`config.mk`:
```
export PLATFORM = sky130hd
export DESIGN_NAME = swm_cell
export DESIGN_NICKNAME = d
export VERILOG_FILES = /design/src/rtl/core/swm_pkg.sv /design/src/rtl/core/swm_cell.sv
export SDC_FILE = /design/constraint.sdc
export NUM_CORES = 1
export LEC_CHECK = 0
export BUFFER_PORTS_ARGS = -buffer_cell sky130_fd_sc_hd__buf_2
export CAP_MARGIN = 20
export CORE_MARGIN = 2
export CORE_UTILIZATION = 30
export CTS_CLUSTER_DIAMETER = 80
export DETAILED_ROUTE_END_ITERATION = 10
export GPL_TIMING_DRIVEN = 0
export PLACE_DENSITY = 0.62
export SYNTH_ARGS = -nofsm -noshare
export SYNTH_HDL_FRONTEND = slang
export SYNTH_SLANG_ARGS = --single-unit
```
`constraint.sdc`:
```
create_clock -name clk_i -period 5.9 [get_ports clk_i]
set_input_delay 0.59 -clock clk_i [delete_from_list [all_inputs] [get_ports clk_i]]
set_output_delay 0.59 -clock clk_i [all_outputs]
set_load 0.01 [all_outputs]
```
`src/rtl/core/swm_pkg.sv`:
```
// shared types and constants of the sliding window median filter
package swm_pkg;

  localparam int unsigned DataW = 32;
  localparam int unsigned CfgW = 7;
  localparam int unsigned WinLenReset = 5;

  typedef logic signed [DataW-1:0] data_t;
  typedef logic [CfgW-1:0] win_len_t;

  // per-cell compare results seen by the neighbors
  typedef struct packed {
    logic gt;  // cell lies after the new sample in the row
    logic rm;  // the leaving sample sits at or before this cell
  } swm_flag_t;

  // values broadcast to every cell of the row
  typedef struct packed {
    data_t sample;
    data_t old_val;
    logic  load;
    logic  full;
  } swm_bcast_t;

endpackage

```
`src/rtl/core/swm_cell.sv`:
```
// one cell of the sorted row: holds a sample and its age
module swm_cell
  import swm_pkg::*;
#(
  parameter int unsigned AgeW = 6
) (
  input  logic            clk_i,
  input  logic            valid_i,
  input  swm_bcast_t      bcast_i,
  input  logic [AgeW-1:0] age_last_i,
  input  data_t           left_val_i,
  input  logic [AgeW-1:0] left_age_i,
  input  swm_flag_t       left_flag_i,
  input  data_t           right_val_i,
  input  logic [AgeW-1:0] right_age_i,
  input  swm_flag_t       right_flag_i,
  output data_t           val_o,
  output logic [AgeW-1:0] age_o,
  output swm_flag_t       flag_o,
  output logic            old_o
);

  data_t           val_q, val_d;
  logic [AgeW-1:0] age_q, age_d;
  swm_flag_t       flag;

  // local compares against the broadcast values; empty cells sort last
  always_comb begin
    flag.gt = !valid_i || (val_q > bcast_i.sample);
    flag.rm = bcast_i.full && (!valid_i || !(val_q < bcast_i.old_val));
  end

  // oldest sample of the window; only taken while the window is full
  assign old_o = valid_i && (age_q == age_last_i);

  // remove the leaving sample, then insert the new one
  always_comb begin
    data_t           lv, sv;
    logic [AgeW-1:0] la, sa;
    logic            lg, sg;
    lv = left_flag_i.rm ? val_q : left_val_i;
    la = left_flag_i.rm ? age_q : left_age_i;
    lg = left_flag_i.rm ? flag.gt : left_flag_i.gt;
    sv = flag.rm ? right_val_i : val_q;
    sa = flag.rm ? right_age_i : age_q;
    sg = flag.rm ? right_flag_i.gt : flag.gt;
    val_d = val_q;
    age_d = age_q;
    if (bcast_i.load) begin
      if (lg) begin
        val_d = lv;
        age_d = la + AgeW'(1);
      end else if (sg) begin
        val_d = bcast_i.sample;
        age_d = '0;
      end else begin
        val_d = sv;
        age_d = sa + AgeW'(1);
      end
    end
  end

  // sample storage
  always_ff @(posedge clk_i) begin
    val_q <= val_d;
    age_q <= age_d;
  end

  assign val_o  = val_q;
  assign age_o  = age_q;
  assign flag_o = flag;

endmodule
```
==> results.sh, run 1 <==
export IMPL_status="completed"
export IMPL_antenna_left=0
export IMPL_rsz0062_at_grt="no"
export IMPL_antenna_cells=0
export IMPL_seq_area_um2=1140
export IMPL_final_layout_size_suffix_gt1_frac=0.320
export IMPL_critPathLaunch="val_o[31]$_DFFE_PP_"
export IMPL_via_count=4393
export IMPL_power_frac_comb=0.446
export IMPL_drv_cap=0
export IMPL_ctsHoldBuffers=0
export IMPL_synth_ff_type="edfxtp_1"
export IMPL_port_buffers=192
export IMPL_dieHeight_um=120
export IMPL_path_cells="ha_1 > nand4_1 > nor4_1 > nand2_1 > or3_1 > a311oi_4 > buf_2 > mux2_2 > ha_1 > nand3_1 > xor2_1 > nand2_1 > o21ai_0 > o31ai_1"
export IMPL_async_flop_share=0
export IMPL_row_count=42
export IMPL_crit_buf_inv=1
export IMPL_critPathLaunchType="register"
export IMPL_r2r_start="val_o[31]$_DFFE_PP_"
export IMPL_min_path_cells=2
export IMPL_cp_slowest_cell="nor4_1"
export IMPL_crit_type="reg2reg"
export IMPL_p_int_uw=738
export IMPL_arrival_ns=4.33
export IMPL_p_clk_frac=0.226
export IMPL_period_needed_ns=4.31
export IMPL_routed_wl_um=14000
export IMPL_end_kind="register"
export IMPL_worst_slew_pin_transition_ns=0.702
export IMPL_cts_buffer_depth=2
export IMPL_hold_viol=0
export IMPL_die_area_um2=14400
export IMPL_crit_fanout=10
export IMPL_grt_overflow=0
export IMPL_cts_setup_buffers=0
export IMPL_p_sw_uw=443
export IMPL_slowest_delay_ns=0.63
export IMPL_setup_viol=0
export IMPL_finClkSkew_ns=0.00463
export IMPL_first_pass_iters=4
export IMPL_netlist_instances=461
export IMPL_gp_congestion=0.885
export IMPL_period_share=0.730
export IMPL_hpwlAfterDp_um=11500
export IMPL_cts_num_sinks=38
export IMPL_fillCellCount=1321
export IMPL_fin_tns_setup_ns=0
export IMPL_cts_tree="yes"
export IMPL_grt_pass1_vias=4352
export IMPL_crit_cells=14
export IMPL_die_w_um=120
export IMPL_power_leakage_uw=0.00268
export IMPL_setup_worst_path_end="age_o[4]$_DFFE_PP_"
export IMPL_grt_max_degree=19
export IMPL_core_area_um2=13200
export IMPL_area_delta_synth_final_pct=33.6
export IMPL_cts_root_buf="clkbuf_16"
export IMPL_clk_pin_slew_ns=0.06
export IMPL_ys_seq_area_frac=0.283
export IMPL_r2r_setup_slack_ns=1.59
export IMPL_first_iter_violations=165
export IMPL_track_usage=0.189
export IMPL_synth_area_um2=4040
export IMPL_synth_seq_cells=38
export IMPL_grt_first_pass_wirelength_um=21700
export IMPL_whs_ns=0.636
export IMPL_syn_nets=680
export IMPL_drv_slew=0
export IMPL_worst_ep_required_time_ns=5.92
export IMPL_multi_input_area_um2=2570
export IMPL_antenna_found_initial=0
export IMPL_syn_avg_cell_area_um2=8.76
export IMPL_p_per_area_nw_per_um2=219
export IMPL_drc=0
export IMPL_crit_family="simple AND/OR/NAND/NOR gates"
export IMPL_reg2regPathDepth=14
export IMPL_post_drt_wl_per_cell_um=16.7
export IMPL_synth_edff_count=38
export IMPL_vdd_drop_max_uv=108
export IMPL_synth_cell_type_count=45
export IMPL_nNetsFinal=880
export IMPL_max_freq_mhz=232
export IMPL_initial_core_util=0.306
export IMPL_ctsResizeCount=0
export IMPL_ios=195
export IMPL_rr_endpoint="age_o[4]$_DFFE_PP_"
export IMPL_ys_warn_count=0
export IMPL_hold_class="in2reg"
export IMPL_numCtsBuffers=5
export IMPL_cts_htree_levels=2
export IMPL_seq_power_share=0.328
export IMPL_netSwitchingFraction=0.375
export IMPL_slew_headroom=0.531
export IMPL_viasPerCell=5.24
export IMPL_clk_latency_ns=0.28
cell usage after synthesis (all sizes together) (2+ instances only):
| cell | count | share of area |
|---|---|---|
| clkbuf | 18 | 0.017 |
| nor2b | 2 | 0.0031 |
| mux2i | 5 | 0.012 |
| o31ai | 4 | 0.0074 |
| nand3 | 10 | 0.012 |
| edfxtp | 38 | 0.28 |
| nor2 | 8 | 0.0074 |
| or3 | 2 | 0.0031 |
| xnor2 | 7 | 0.015 |
| a221oi | 2 | 0.0043 |
| nand2 | 28 | 0.026 |
| mux2 | 5 | 0.014 |
| ha | 65 | 0.20 |
| a21o | 10 | 0.019 |
| a31oi | 33 | 0.051 |
| a211oi | 2 | 0.0037 |
| nor4 | 4 | 0.0062 |
| a2bb2oi | 32 | 0.069 |
| a22oi | 2 | 0.0037 |
| or4 | 3 | 0.0056 |
| nor3 | 2 | 0.0025 |
| nand3b | 3 | 0.0056 |
| o21ai | 45 | 0.056 |
| nand4 | 11 | 0.017 |
| nand2b | 3 | 0.0046 |
| nand4b | 2 | 0.0043 |
| inv | 67 | 0.062 |
| xor2 | 9 | 0.020 |
| a21oi | 21 | 0.026 |
| buf | 4 | 0.0050 |
cell families after synthesis:
family | Yosys count | share of synthesized area
AND/OR/NAND/NOR | 83 | 0.108
buffers and inverters | 89 | 0.0840
flip-flops | 38 | 0.283
multiplexers | 10 | 0.0263
adder cells (fa/ha/maj) | 65 | 0.201
XOR/XNOR | 16 | 0.0347
AO/OA/AOI/OAI | 160 | 0.263
power by group through the flow:
| stage | logic [uW] | registers (uW) | clock network [uW] |
|---|---|---|---|
| 6_report | 527 | 387 | 266 |
| 4_1_cts | 533 | 387 | 270 |
| 2_1_floorplan | 312 | 401 | 0 |
| 3_5_place_dp | 529 | 393 | 0 |
| 5_1_grt | 587 | 392 | 284 |
| 3_3_place_gp | 505 | 395 | 0 |
worst min-delay path by stage:
stage                        from            endpoint  slack (ns)
2_1_floorplan          bcast_i[1]  age_o[0]$_DFFE_PP_        0.70
3_3_place_gp   age_o[0]$_DFFE_PP_  age_o[0]$_DFFE_PP_        0.87
3_5_place_dp   age_o[0]$_DFFE_PP_  age_o[0]$_DFFE_PP_        0.88
4_1_cts             left_val_i[0]  val_o[0]$_DFFE_PP_        0.64
5_1_grt             left_val_i[1]  val_o[1]$_DFFE_PP_        0.64
6_report            left_val_i[0]  val_o[0]$_DFFE_PP_        0.64
cells in the final DEF, fill, tap and decap left out, drive strengths merged, types with 11 or more instances in the layout:
cell type	netlist	routed
ha	65	65
a2bb2oi	32	32
a31oi	33	33
nand2	28	28
buf	4	197
inv	67	67
clkbuf	18	24
edfxtp	38	38
a21oi	21	21
nand4	11	11
o21ai	45	45
per-stage QoR:
step	setup WS, ns	total power, uW	util	instance area, um^2	cells
global route	1.29	1260	0.409	5400	838
floorplan	0.372	713	-	4040	461
finish	1.59	1180	0.409	5400	838
global placement	-1.51	899	0.396	5220	829
detailed placement	1.38	922	0.399	5260	830
CTS	1.62	1190	0.409	5400	838
metal layers:
metal / GRT usage / part of all wire / up-vias / wire length [um]
met1: 0.246 / 0.43 / 2072 / 5980
met3: 0.0280 / 0.063 / 11 / 885
met4: 0.0301 / 0.0084 / 0 / 118
met5: 0 / 0 / - / 0
met2: 0.337 / 0.50 / 179 / 7010
li1: - / - / 2131 / -
final cells by class:
cell class	count	area share
Sequential cell	38	0.211
Tap cell	176	0.0408
Inverter	67	0.0466
Clock inverter	2	0.00162
Buffer	22	0.0162
Clock buffer	6	0.0239
Multi-Input combinational cell	334	0.476
Timing Repair Buffer	193	0.183
flip-flops by register name, indices dropped and copies added (netlist names):
register and count:
age_o 6, val_o 32
(Power assumes the default switching activity.)
==> inputs of run 2 (changes only) <==
clock period = 4.3 ns   (was 5.9 ns; I/O delays follow)
==> run 2 against run 1 <==
  * Flip-flop and latch count did not move
  * Utilization increased by 0.32 points
  * Largest power group unchanged
  * Largest cell class unchanged
  * Cell area is 0.79% higher
  * Highest routed layer unchanged
  * Sequential share of layout area down 0.17 points
  * Clock skew about the same
==> results.sh, run 2 (synthesis gave the netlist of run 1 again) <==
export IMPL_cts_num_sinks=38
export IMPL_finClkSkew_ns=0.00451
export IMPL_crit_family="simple AND/OR/NAND/NOR gates"
export IMPL_antenna_left=0
export IMPL_fin_cells=841
export IMPL_core_area_um2=13200
export IMPL_worst_slew_pin_transition_ns=0.667
export IMPL_hpwlAfterDp_um=11600
export IMPL_cts_buffer_depth=2
export IMPL_whs_ns=0.474
export IMPL_first_iter_violations=225
export IMPL_gp_congestion=0.880
export IMPL_multi_input_area_um2=2580
export IMPL_ios=195
export IMPL_crit_type="reg2reg"
export IMPL_seq_area_um2=1140
export IMPL_clk_pin_slew_ns=0.06
export IMPL_row_count=42
export IMPL_crit_fanout=10
export IMPL_numCtsBuffers=5
export IMPL_end_kind="register"
export IMPL_initial_core_util=0.306
export IMPL_slowest_delay_ns=0.58
export IMPL_path_cells="ha_1 > nand4_1 > or4_4 > or4_4 > a21o_1 > a311oi_4 > buf_6 > mux2_2 > ha_1 > nand3_1 > xor2_1 > nand2_1 > o21ai_0 > o31ai_1"
export IMPL_period_share=0.963
export IMPL_cts_htree_levels=2
export IMPL_track_usage=0.192
export IMPL_post_drt_wl_per_cell_um=16.9
export IMPL_final_cell_mix="buf_2 (195), inv_1 (67), ha_1 (65), o21ai_0 (44), edfxtp_1 (38)"
export IMPL_viasPerCell=5.19
export IMPL_dp_cells=830
export IMPL_drc=0
export IMPL_p_total_uw=1630
export IMPL_place_area_um2=5260
export IMPL_fin_area_um2=5440
export IMPL_dieHeight_um=120
export IMPL_final_layout_size_suffix_gt1_frac=0.328
export IMPL_slew_headroom=0.555
export IMPL_clk_latency_ns=0.28
export IMPL_hold_viol=0
export IMPL_die_area_um2=14400
export IMPL_status="completed"
export IMPL_grt_pass1_vias=4415
export IMPL_grt_first_pass_wirelength_um=22000
export IMPL_area_delta_synth_final_pct=34.7
export IMPL_fin_tns_setup_ns=0
export IMPL_cp_slowest_cell="or4_4"
export IMPL_antenna_found_initial=0
export IMPL_cts_tree="yes"
export IMPL_drv_slew=0
export IMPL_die_w_um=120
export IMPL_port_buffers=192
export IMPL_critPathLaunchType="register"
export IMPL_first_pass_iters=6
export IMPL_drv_cap=0
export IMPL_routed_wl_um=14200
export IMPL_ctsHoldBuffers=0
export IMPL_setup_viol=0
export IMPL_grt_overflow=0
export IMPL_worst_ep_required_time_ns=4.32
export IMPL_crit_buf_inv=1
export IMPL_arrival_ns=4.16
export IMPL_antenna_cells=0
export IMPL_max_freq_mhz=241
export IMPL_via_count=4366
export IMPL_hold_class="in2reg"
export IMPL_largest_reg_flops=32
export IMPL_p_per_area_nw_per_um2=300
export IMPL_layout_commonest_cell="buf_2"
export IMPL_period_needed_ns=4.14
export IMPL_fillCellCount=1367
export IMPL_nNetsFinal=883
export IMPL_cts_root_buf="clkbuf_16"
export IMPL_power_leakage_uw=0.00270
export IMPL_grt_max_degree=19
export IMPL_vdd_drop_max_uv=146
## run 2: path summary, 6_finish.rpt
kind / startpoint / to / slack (ns) / cells past startpoint
worst max-delay path: val_o[13]$_DFFE_PP_ / age_o[4]$_DFFE_PP_ / 0.16 / 14
worst min register to register: age_o[5]$_DFFE_PP_ / age_o[5]$_DFFE_PP_ / 0.88 / 4
worst max register to register: val_o[13]$_DFFE_PP_ / age_o[4]$_DFFE_PP_ / 0.16 / 14
worst min-delay path: left_val_i[15] / val_o[15]$_DFFE_PP_ / 0.47 / 2
## run 2: worst reg2reg max path: cells and delay by family, from the launching register on
family,cells,cell delay (ns)
simple gates,5,1.38
xor+xnor,1,0.15
fa+ha+maj,2,0.58
flops,1,0.45
buf+inv,1,0.21
compound gates,4,0.75
mux,1,0.34
## run 2: cell type report
type	count	area share
Tap cell	176	0.0405
Sequential cell	38	0.210
Buffer	22	0.0173
Inverter	67	0.0462
Clock buffer	6	0.0237
Timing Repair Buffer	196	0.186
Multi-Input combinational cell	334	0.475
Clock inverter	2	0.00161
## run 2: repair_timing
action | 4_1_cts | 5_1_grt
endpoints found under the setup margin | 1 | 19
pin swaps | 0 | 2
resized for setup | 1 | 4
setup buffers | 0 | 3
## run 2: layer usage
layer / vias up / track usage / share of wire
met5: - / 0 / 0
met4: 0 / 0.0426 / 0.0084
met3: 12 / 0.0333 / 0.067
met2: 191 / 0.332 / 0.49
met1: 2026 / 0.250 / 0.43
li1: 2137 / - / -
## run 2: per-stage QoR
step                 util  setup slack (ns)
floorplan               -             0.419
global placement    0.396            -0.600
detailed placement  0.399           -0.0829
CTS                 0.409            0.0594
global route        0.412           -0.0134
finish              0.412             0.157
## run 2: where the power goes
part	switching (uW)	total, uW	internal, uW
clock	156	369	213
combinational	410	732	322
sequential	48.7	532	483
==> inputs of run 3 (changes only) <==
CAP_MARGIN = 40   (was 20)
REMOVE_ABC_BUFFERS = 1   (was default)
==> run 3 against run 2 <==
  * Cell area grew 0.48%
  * Fmax rose by 1.6%
  * Sequential power about the same
  * Clock-buffer cell count unchanged
  * Via count is 2.0% lower
  * Final cell count shrank 1.9%
  * Total power rose by 0.66%
  * Largest power group unchanged
==> results.sh, run 3 (synthesis gave the netlist of run 1 again) <==
export IMPL_status="completed"
export IMPL_via_count=4279
export IMPL_initial_core_util=0.306
export IMPL_grt_first_pass_wirelength_um=21000
export IMPL_setup_viol=0
export IMPL_drc=0
export IMPL_hold_class="in2reg"
export IMPL_power_leakage_uw=0.00272
export IMPL_rsz0062_at_grt="no"
export IMPL_min_path_cells=2
export IMPL_vdd_drop_max_uv=141
export IMPL_path_cells="ha_1 > nand4_1 > or4_1 > or4_4 > a21o_1 > a311oi_4 > buf_12 > mux2_2 > ha_1 > nand3_1 > xor2_1 > nand2_1 > o21ai_0 > o31ai_1"
export IMPL_r2r_start="val_o[14]$_DFFE_PP_"
export IMPL_dp_cells=814
export IMPL_seq_area_um2=1140
export IMPL_crit_buf_inv=1
export IMPL_seq_power_share=0.324
export IMPL_finClkSkew_ns=0.00500
export IMPL_grt_overflow=0
export IMPL_viasPerCell=5.19
export IMPL_cts_htree_levels=2
export IMPL_rr_endpoint="age_o[4]$_DFFE_PP_"
export IMPL_worst_ep_required_time_ns=4.31
export IMPL_worst_slew_pin_transition_ns=0.855
export IMPL_grt_max_degree=44
export IMPL_largest_reg_flops=32
export IMPL_p_sw_uw=610
export IMPL_gp_congestion=0.809
export IMPL_crit_cells=14
export IMPL_clk_latency_ns=0.28
export IMPL_p_per_area_nw_per_um2=301
export IMPL_antenna_found_initial=0
export IMPL_final_layout_size_suffix_gt1_frac=0.342
export IMPL_multi_input_area_um2=2590
export IMPL_max_freq_mhz=245
export IMPL_critPathLaunchType="register"
export IMPL_arrival_ns=4.08
export IMPL_antenna_left=0
export IMPL_first_pass_iters=4
export IMPL_row_count=42
export IMPL_end_kind="register"
export IMPL_nNetsFinal=867
export IMPL_drv_slew=0
export IMPL_ctsHoldBuffers=0
export IMPL_cts_root_buf="clkbuf_16"
export IMPL_p_clk_frac=0.222
export IMPL_first_iter_violations=180
export IMPL_clk_pin_slew_ns=0.06
export IMPL_layout_commonest_cell="buf_2"
export IMPL_final_cell_mix="buf_2 (193), inv_1 (67), ha_1 (65), o21ai_0 (44), edfxtp_1 (38)"
export IMPL_min_from="left_val_i[6]"
export IMPL_cts_tree="yes"
export IMPL_hpwlAfterDp_um=11000
export IMPL_crit_family="simple AND/OR/NAND/NOR gates"
export IMPL_power_frac_comb=0.454
export IMPL_track_usage=0.185
export IMPL_die_area_um2=14400
export IMPL_routed_wl_um=13600
export IMPL_period_share=0.948
export IMPL_crit_type="reg2reg"
export IMPL_area_delta_synth_final_pct=35.3
export IMPL_fin_cells=825
export IMPL_cts_num_sinks=38
export IMPL_cp_slowest_cell="or4_1"
export IMPL_cts_buffer_depth=2
export IMPL_fillCellCount=1341
export IMPL_p_total_uw=1640
export IMPL_core_area_um2=13200
export IMPL_critPathMostFrequentCell="ha_1"
export IMPL_grt_pass1_vias=4190
export IMPL_ios=195
export IMPL_p_int_uw=1030
export IMPL_r2r_setup_slack_ns=0.22
export IMPL_reg2regPathDepth=14
export IMPL_netSwitchingFraction=0.371
export IMPL_hold_viol=0
export IMPL_numCtsBuffers=5
export IMPL_post_drt_wl_per_cell_um=16.5
export IMPL_crit_fanout=8
export IMPL_slew_headroom=0.430
export IMPL_dieHeight_um=120
export IMPL_slowest_delay_ns=0.62
export IMPL_drv_cap=0
export IMPL_port_buffers=193
export IMPL_die_w_um=120
export IMPL_period_needed_ns=4.08
export IMPL_antenna_cells=0
export IMPL_holdPathEnd="val_o[6]$_DFFE_PP_"
run 3: area by class of cell:
| type | instances | share of cell area |
|---|---|---|
| Clock buffer | 6 | 0.0236 |
| Clock inverter | 2 | 0.00160 |
| Inverter | 67 | 0.0460 |
| Multi-Input combinational cell | 334 | 0.474 |
| Sequential cell | 38 | 0.209 |
| Tap cell | 176 | 0.0403 |
| Timing Repair Buffer | 202 | 0.206 |
run 3: worst reg2reg max path: stages, from the launching register on:
cell      delay [ns]
edfxtp_1        0.45
ha_1            0.35
nand4_1         0.18
or4_1           0.62
or4_4           0.47
a21o_1          0.21
a311oi_4        0.29
buf_12          0.16
mux2_2          0.33
ha_1            0.25
nand3_1         0.11
xor2_1          0.14
nand2_1         0.06
o21ai_0         0.08
o31ai_1         0.08
run 3: metal layers:
layer | up-vias | track usage | wire, um | share of wire
li1 | 2108 | - | - | -
met1 | 1995 | 0.247 | 6080 | 0.45
met2 | 162 | 0.319 | 6500 | 0.48
met3 | 14 | 0.0238 | 827 | 0.061
met4 | 0 | 0.0434 | 189 | 0.014
met5 | - | 0 | 0 | 0
run 3: worst max path at each step:
| stage | start | slack, ns | to |
|---|---|---|---|
| after global placement | bcast_i[16] | -3.40 | val_o[8]$_DFFE_PP_ |
| after CTS | val_o[14]$_DFFE_PP_ | 0.13 | val_o[15]$_DFFE_PP_ |
| after global routing | val_o[14]$_DFFE_PP_ | 0.04 | age_o[4]$_DFFE_PP_ |
| after detailed placement | bcast_i[16] | -0.45 | val_o[29]$_DFFE_PP_ |
| after floorplan | val_o[14]$_DFFE_PP_ | -1.10 | val_o[0]$_DFFE_PP_ |
| final | val_o[14]$_DFFE_PP_ | 0.22 | age_o[4]$_DFFE_PP_ |
run 3: timing repair:
| item | 4_1_cts | 5_1_grt |
|---|---|---|
| setup buffers | 2 | 1 |
| setup endpoints to repair | 54 | 6 |
| pin swaps | 1 | 0 |
| gates cloned | 0 | 0 |
| resized for setup | 2 | 1 |
| hold endpoints to repair | 0 | 0 |
run 3: stage by stage:
stage	utilization	setup TNS (ns)	area, um^2	hold WS [ns]	worst slack [ns]
after floorplan	-	-35.21	3950	0.542	-1.10
after global placement	0.389	-132.74	5140	0.761	-3.40
after detailed placement	0.401	-14.58	5290	0.767	-0.445
after CTS	0.413	0	5450	0.470	0.128
after global routing	0.414	0	5470	0.475	0.0413
final	0.414	0	5470	0.476	0.224
run 3: power groups by stage:
stage               Sequential (uW)  Combinational [uW]  Clock, uW
floorplan                       551                 413          0
global placement                545                 688          0
detailed placement              542                 739          0
CTS                             534                 750        378
global route                    541                 835        386
finish                          533                 746        365
